**src/hw/rtl/amf_pkg.sv**
```systemverilog
// amf_pkg: shared constants, payload types, register map and controller interface
// for the adaptive median filter. No dependencies.
`timescale 1ns / 1ps
`default_nettype none
package amf_pkg;

  localparam int MAX_WINDOW = 7;
  localparam int MAX_WIDTH  = 1024;

  localparam int RAD    = MAX_WINDOW / 2;
  localparam int LINES  = 2 * RAD + 2;
  localparam int NSIDE  = 2 * RAD + 1;
  localparam int NCELL  = NSIDE * NSIDE;
  localparam int NSIZE  = RAD;
  localparam int CENTRE = (NCELL - 1) / 2;

  localparam int PIX_W  = 8;
  localparam int MW_W   = 3;
  localparam int WID_W  = 11;
  localparam int ROW_W  = 16;
  localparam int CMP_W  = 19;
  localparam int COL_W  = $clog2(MAX_WIDTH);
  localparam int SLOT_W = $clog2(LINES);
  localparam int K_W    = $clog2(NSIDE);
  localparam int CELL_W = $clog2(NCELL);
  localparam int CNT_W  = $clog2(NCELL + 1);
  localparam int SZ_W   = (NSIZE > 1) ? $clog2(NSIZE) : 1;
  localparam int BIT_W  = $clog2(PIX_W);

  localparam int ADDR_W = 4;
  localparam int DATA_W = 32;

  localparam logic [PIX_W-1:0] PIX_TOP = {1'b1, {(PIX_W-1){1'b0}}};

  // register indexes, byte address is 4 * index
  localparam logic [1:0] REG_MAX_WINDOW   = 2'd0;
  localparam logic [1:0] REG_IMAGE_WIDTH  = 2'd1;
  localparam logic [1:0] REG_IMAGE_HEIGHT = 2'd2;

  localparam logic [MW_W-1:0]  RST_MAX_WINDOW   = 3'd7;
  localparam logic [WID_W-1:0] RST_IMAGE_WIDTH  = 11'd1024;
  localparam logic [ROW_W-1:0] RST_IMAGE_HEIGHT = 16'd480;

  localparam logic OP_PIXEL = 1'b0;
  localparam logic OP_FLUSH = 1'b1;

  typedef struct packed {
    logic             opcode;
    logic [PIX_W-1:0] pixel_in;
  } amf_in_t;

  typedef struct packed {
    logic [PIX_W-1:0] pixel_out;
    logic             frame_last;
  } amf_out_t;

  typedef struct packed {
    logic [MW_W-1:0]  max_window;
    logic [WID_W-1:0] image_width;
    logic [ROW_W-1:0] image_height;
  } amf_cfg_t;

  typedef enum logic [7:0] {
    ST_CLEAR = 8'b0000_0001,
    ST_IDLE  = 8'b0000_0010,
    ST_CHECK = 8'b0000_0100,
    ST_LOAD  = 8'b0000_1000,
    ST_TAIL  = 8'b0001_0000,
    ST_MED   = 8'b0010_0000,
    ST_EVAL  = 8'b0100_0000,
    ST_OUT   = 8'b1000_0000
  } amf_state_e;

  typedef struct packed {
    logic clr_en;
    logic accept;
    logic load_init;
    logic load_issue;
    logic med_init;
    logic med_step;
    logic eval_next;
    logic eval_done;
    logic out_load;
  } amf_cmd_t;

  typedef struct packed {
    logic clr_last;
    logic ready;
    logic load_last;
    logic bit_last;
    logic done;
    logic out_busy;
  } amf_sts_t;

  // window cell e lies inside the square of side 2*t+3 around the centre
  function automatic logic cell_in(int e, int t);
    int di;
    int dj;
    di = e / NSIDE - RAD;
    dj = e % NSIDE - RAD;
    if (di < 0) di = -di;
    if (dj < 0) dj = -dj;
    return (di <= t + 1) && (dj <= t + 1);
  endfunction

  // median rank of the square of side 2*t+3
  function automatic int med_rank(int t);
    int s;
    s = 2 * t + 3;
    return (s * s - 1) / 2;
  endfunction

endpackage
`default_nettype wire

```
**src/hw/rtl/amf_ctrl.sv**
```systemverilog
// amf_ctrl: sequencing state machine of the adaptive median filter.
// Depends on amf_pkg for state codes and the command / status structs.
`timescale 1ns / 1ps
`default_nettype none
module amf_ctrl import amf_pkg::*; (
  input  wire logic     clk_i,
  input  wire logic     rst_ni,
  input  wire logic     in_valid_i,
  output logic          in_stall_o,
  input  wire amf_sts_t sts_i,
  output amf_cmd_t      cmd_o
);

  amf_state_e state_q, state_d;

  always_comb begin
    state_d = state_q;
    cmd_o   = '0;
    case (state_q)
      ST_CLEAR: begin
        cmd_o.clr_en = 1'b1;
        if (sts_i.clr_last) state_d = ST_IDLE;
      end
      ST_IDLE: begin
        if (in_valid_i) begin
          cmd_o.accept = 1'b1;
          state_d      = ST_CHECK;
        end
      end
      ST_CHECK: begin
        if (sts_i.ready) begin
          cmd_o.load_init = 1'b1;
          state_d         = ST_LOAD;
        end else begin
          state_d = ST_IDLE;
        end
      end
      ST_LOAD: begin
        cmd_o.load_issue = 1'b1;
        if (sts_i.load_last) state_d = ST_TAIL;
      end
      ST_TAIL: begin
        cmd_o.med_init = 1'b1;
        state_d        = ST_MED;
      end
      ST_MED: begin
        cmd_o.med_step = 1'b1;
        if (sts_i.bit_last) state_d = ST_EVAL;
      end
      ST_EVAL: begin
        if (sts_i.done) begin
          cmd_o.eval_done = 1'b1;
          state_d         = ST_OUT;
        end else begin
          cmd_o.eval_next = 1'b1;
          state_d         = ST_MED;
        end
      end
      ST_OUT: begin
        if (!sts_i.out_busy) begin
          cmd_o.out_load = 1'b1;
          state_d        = ST_IDLE;
        end
      end
      default: state_d = ST_CLEAR;
    endcase
  end

  always_ff @(posedge clk_i or negedge rst_ni) begin
    if (!rst_ni) state_q <= ST_CLEAR;
    else state_q <= state_d;
  end

  assign in_stall_o = (state_q != ST_IDLE);

endmodule
`default_nettype wire

```
**config.mk**
```make
export PLATFORM = sky130hd
export DESIGN_NAME = amf_ctrl
export DESIGN_NICKNAME = d
export VERILOG_FILES = /design/src/hw/rtl/amf_pkg.sv /design/src/hw/rtl/amf_ctrl.sv
export SDC_FILE = /design/constraint.sdc
export NUM_CORES = 1
export LEC_CHECK = 0
export ABC_AREA = 1
export BUFFER_PORTS_ARGS = -buffer_cell sky130_fd_sc_hd__buf_2
export CORE_AREA = 2 2 39 41
export CTS_CLUSTER_DIAMETER = 40
export DETAILED_ROUTE_END_ITERATION = 10
export DIE_AREA = 0 0 41 43
export PLACE_DENSITY = 0.72
export SYNTH_ARGS = -nofsm -noshare
export SYNTH_HDL_FRONTEND = slang
export SYNTH_SLANG_ARGS = --single-unit
```
**constraint.sdc**
```tcl
create_clock -name clk_i -period 3.3 [get_ports clk_i]
set_input_delay 0.165 -clock clk_i [delete_from_list [all_inputs] [get_ports clk_i]]
set_output_delay 0.165 -clock clk_i [all_outputs]
set_load 0.005 [all_outputs]
```
# ---- After elaboration in Yosys (flattened, before gate mapping)
# Cells that the tools add are included.
dict set report word_totals {
  reg_bits 8
  latchBits 0
  ramBits 0
  romBits 0
  in_bits 9
  out_inout_bits 10
  word_cells 37
  n_memories 0
}
dict set report op_classes {
  addsub 0
  mul 0
  n_div 0
  order_cmp 0
  n_eq_ne 14
  shifts 0
  n_mux 21
  bitwise_logic 0
  reduce_logical 1
}
# cell n
set ops {}
lappend ops {{one-hot mux 8 bit (8 select lines)} 1}
lappend ops {{two-way mux 8 bit} 6}
lappend ops {{two-way mux 1 bit} 12}
lappend ops {{!= test 2 bit, second input constant} 5}
lappend ops {{== test 8 x 1 -> 1 bit, second input constant} 1}
lappend ops {{== test 8 x 2 -> 1 bit, second input constant} 1}
lappend ops {{== test 8 x 3 -> 1 bit, second input constant} 1}
lappend ops {{== test 8 x 4 -> 1 bit, second input constant} 1}
lappend ops {{== test 8 x 5 -> 1 bit, second input constant} 1}
lappend ops {{== test 8 x 6 -> 1 bit, second input constant} 1}
lappend ops {{== test 8 x 7 -> 1 bit, second input constant} 1}
lappend ops {{== test 8 bit, second input constant} 1}
lappend ops {{!= test 8 x 2 -> 1 bit, second input constant} 1}
lappend ops {{AND reduction 5 bit} 1}
lappend ops {{two-way mux 4 bit} 1}
lappend ops {{two-way mux 2 bit} 1}

# ---- Longest topological paths before layout
dict set report logic_depth {
  word_depth 3
  depth_mapped 9
}

# ---- Least setup slack after synthesis
# Ideal clock, no wire load.
dict set report synth_timing {
  path_kind {reg-to-reg}
  start {register state_q[0]}
  end {register state_q[1]}
  setup_time_ns 0.119
  arrival_ns 1.072
  required_ns 3.181
  path_slack_ns 2.109
  stages_incl_launch_ff 10
  cell_sequence {dfstp_2 -> inv_2 -> nor2_1 -> nand2_1 -> nor2_4 -> nand2_1 -> nand2_1 -> inv_1 -> nand3_1 -> nand2_1}
}
dict set report synth_via {
  elab_chain_len 3
  elab_cells_between_ends 15
  classes_between {eq/ne (13); mux (1); reduce/logical (1)}
}
# element line
set synth_rtl {}
lappend synth_rtl {{from (decl)} amf_ctrl.sv:14} ;# amf_state_e state_q, state_d;
lappend synth_rtl {{from (signal assigned)} amf_ctrl.sv:71} ;# else state_q <= state_d;
lappend synth_rtl {{== test 8 x 1 -> 1 bit (tied with other cells)} amf_ctrl.sv:19} ;# case (state_q)
lappend synth_rtl {{!= test 2 bit (no source line)} --}
lappend synth_rtl {{AND reduction 5 bit (no source line)} --}
# Parallel ways exist; a longest one is shown, timed or not.
# A chain may end at the register's enable or synchronous reset.

==> results.sh <==
export IMPL_syn_area_per_cell_um2=6.600
export IMPL_start_util_pct=43.40
export IMPL_worst_hold_slack_ps=169.5
export IMPL_drtAntennaViolNets=0
export IMPL_fin_ws_ps=1736
export IMPL_antenna_found_initial=0
export IMPL_cts_repair_resize_count=0
export IMPL_hold_violations=0
export IMPL_fmax_mhz=639.4
export IMPL_setup_tns_ps=0
export IMPL_top_register="state_q"
export IMPL_clockRootBuffer="clkbuf_4"
export IMPL_die_area_um2=1763
export IMPL_place_ws_ps=2000
export IMPL_hold_class="in2reg"
export IMPL_grt_overflow=0
export IMPL_syn_to_final_growth_pct=24.37
export IMPL_ys_async_sr_fraction_pct=100.0
export IMPL_worst_setup_path_end_kind="output port"
export IMPL_min_period_over_period_pct=47.39
export IMPL_mostFrequentLayoutCells="24 x nand2_1, 18 x buf_2, 17 x nor2_1"
export IMPL_n_antenna_cell=0
export IMPL_die_width_um=41
export IMPL_chipHeight_um=43
export IMPL_vdd_ir_drop_max_mv=0.2766
export IMPL_path_clk_slew_ps=50
export IMPL_fill_cells=141
export IMPL_yosysSeqAreaShare_pct=33.54
export IMPL_insertion_delay_ps=250
export IMPL_gp_congestion=0.8063
export IMPL_numCtsBuffers=3
export IMPL_skew_ps=3.554
export IMPL_status="completed"
export IMPL_drive_gt1_share_pct=34.21
export IMPL_start_kind="register"
export IMPL_largest_register_ffs=8
export IMPL_critPathKind="reg2out"
export IMPL_num_vias=583
export IMPL_grt_usage_pct=18.14
export IMPL_grt_pass1_wl_um=2125
export IMPL_synth_edf_count=0
export IMPL_ys_warn_count=0
export IMPL_finalNonFillerCells=130
export IMPL_leakage_uw=0.0004681
export IMPL_grt_max_degree=9
export IMPL_drt_wl_total_um=1223
export IMPL_nets=124
export IMPL_synth_net_count=100
export IMPL_synth_cells=91
export IMPL_pwr_density_cell_nw_per_um2=499.7
export IMPL_cts_sinks=8
export IMPL_core_um2=1384
export IMPL_ys_ff_latch=8
export IMPL_dp_hpwl_um=1064
export IMPL_num_rows=14
export IMPL_io_pins=19
export IMPL_vias_per_cell=4.485
export IMPL_synthFlopType="dfrtp_1"
export IMPL_cts_setup_buffers=0
export IMPL_worst_pin_slew_ps=206.0
export IMPL_layout_commonest_cell="nand2_1"
export IMPL_worstPathArrival_ps=1400
export IMPL_numPlacedInstances=125
export IMPL_cp_required_ps=3130
export IMPL_synthesis_area_um2=600.6
export IMPL_first_pass_iters=4
export IMPL_cp_max_fo=6
export IMPL_synth_cell_types=18
export IMPL_maxCapViolations=0
export IMPL_slew_viol_final=0
export IMPL_grt_pass1_vias=538
export IMPL_top_regs="state_q x8"
export IMPL_wl_per_cell_um=9.408
export IMPL_cts_tree="done"
export IMPL_relSlewSlack_pct=86.22
export IMPL_finalSetupViolations=0
export IMPL_total_power_uw=373.2
export IMPL_drc=0
export IMPL_drt_initial_drc_count=15
export IMPL_clk_path_buf_depth=2
export IMPL_min_period_ps=1564
export IMPL_port_buffers=18
export IMPL_rsz0062_at_grt="false"
export IMPL_htreeDepth=1
[path summary, 6_finish.rpt]
check,from,end,slack (ps),cells past startpoint
max in group asynchronous,rst_ni,state_q[0]$_DFFE_PN1P_,2780,2
setup / recovery,state_q[3]$_DFFE_PN0P_,cmd_o[2],1740,6
hold reg to reg,state_q[4]$_DFFE_PN0P_,state_q[7]$_DFFE_PN0P_,670,3
hold / removal,sts_i[5],state_q[0]$_DFFE_PN1P_,170,4
min in group asynchronous,rst_ni,state_q[7]$_DFFE_PN0P_,290,2
setup reg to reg,state_q[3]$_DFFE_PN0P_,state_q[1]$_DFFE_PN0P_,2040,8
[metrics by stage]
stage          utilization [%]  area (µm²)
3_3_place_gp             51.36       710.7
5_1_grt                  53.98       747.0
2_1_floorplan                -       600.6
4_1_cts                  53.98       747.0
3_5_place_dp             51.36       710.7
6_report                 53.98       747.0
[routing by layer]
layer  vias to the layer above  track usage [%]  wire (µm)
li1                        317                -          -
met1                       245            24.32        521
met2                        19            25.62        635
met3                         2            3.141         49
met4                         0            12.00         17
met5                         -                0          0
[report_power, final]
part           internal (µW)  switching [µW]
Sequential               118            8.49
Clock                   46.2            33.2
Combinational           64.4             103
Total                    228             145
[synth_stat cells, types with 2 or more instances]
cell | instances | share of area (%)
o21ai_1 | 2 | 1.7
inv_2 | 4 | 2.5
nor2_4 | 3 | 5.6
nand3_1 | 7 | 5.8
nor2_1 | 17 | 11
dfrtp_1 | 7 | 29
inv_1 | 14 | 8.7
nor3_2 | 2 | 3.3
nor2_2 | 2 | 2.1
nand2_2 | 2 | 2.1
nand2_1 | 24 | 15
[critical path, cell delays in order, from the launching register on]
cell,delay (ps)
dfrtp_1,390
inv_1,80
nand2_1,100
nor2_4,170
nand4_2,160
nor2_2,130
buf_2,120
[what timing repair did]
action,in CTS,in global routing
hold buffers,1,0
endpoints found under the hold margin,8,0
endpoints found under the setup margin,0,0
[cell type report]
type / count / area (µm²) / share of cell area, %
clock buffers: 4 / 26.28 / 3.518
inverters: 19 / 73.82 / 9.883
multi-input cells: 64 / 325.3 / 43.55
flip-flops and latches: 8 / 201.4 / 26.97
well taps: 16 / 20.02 / 2.680
repair buffers: 19 / 100.1 / 13.40
[logic make-up (layout without fill, tap and decap cells)]
logic type / after synthesis / after routing / synth area share (%)
buffers and inverters: 19 / 42 / 12.29
and+or+nand+nor: 61 / 61 / 51.67
AOI/OAI and AO/OA: 3 / 3 / 2.499
DFF: 8 / 8 / 33.54
No activity file was read; power rests on OpenSTA's default activity.
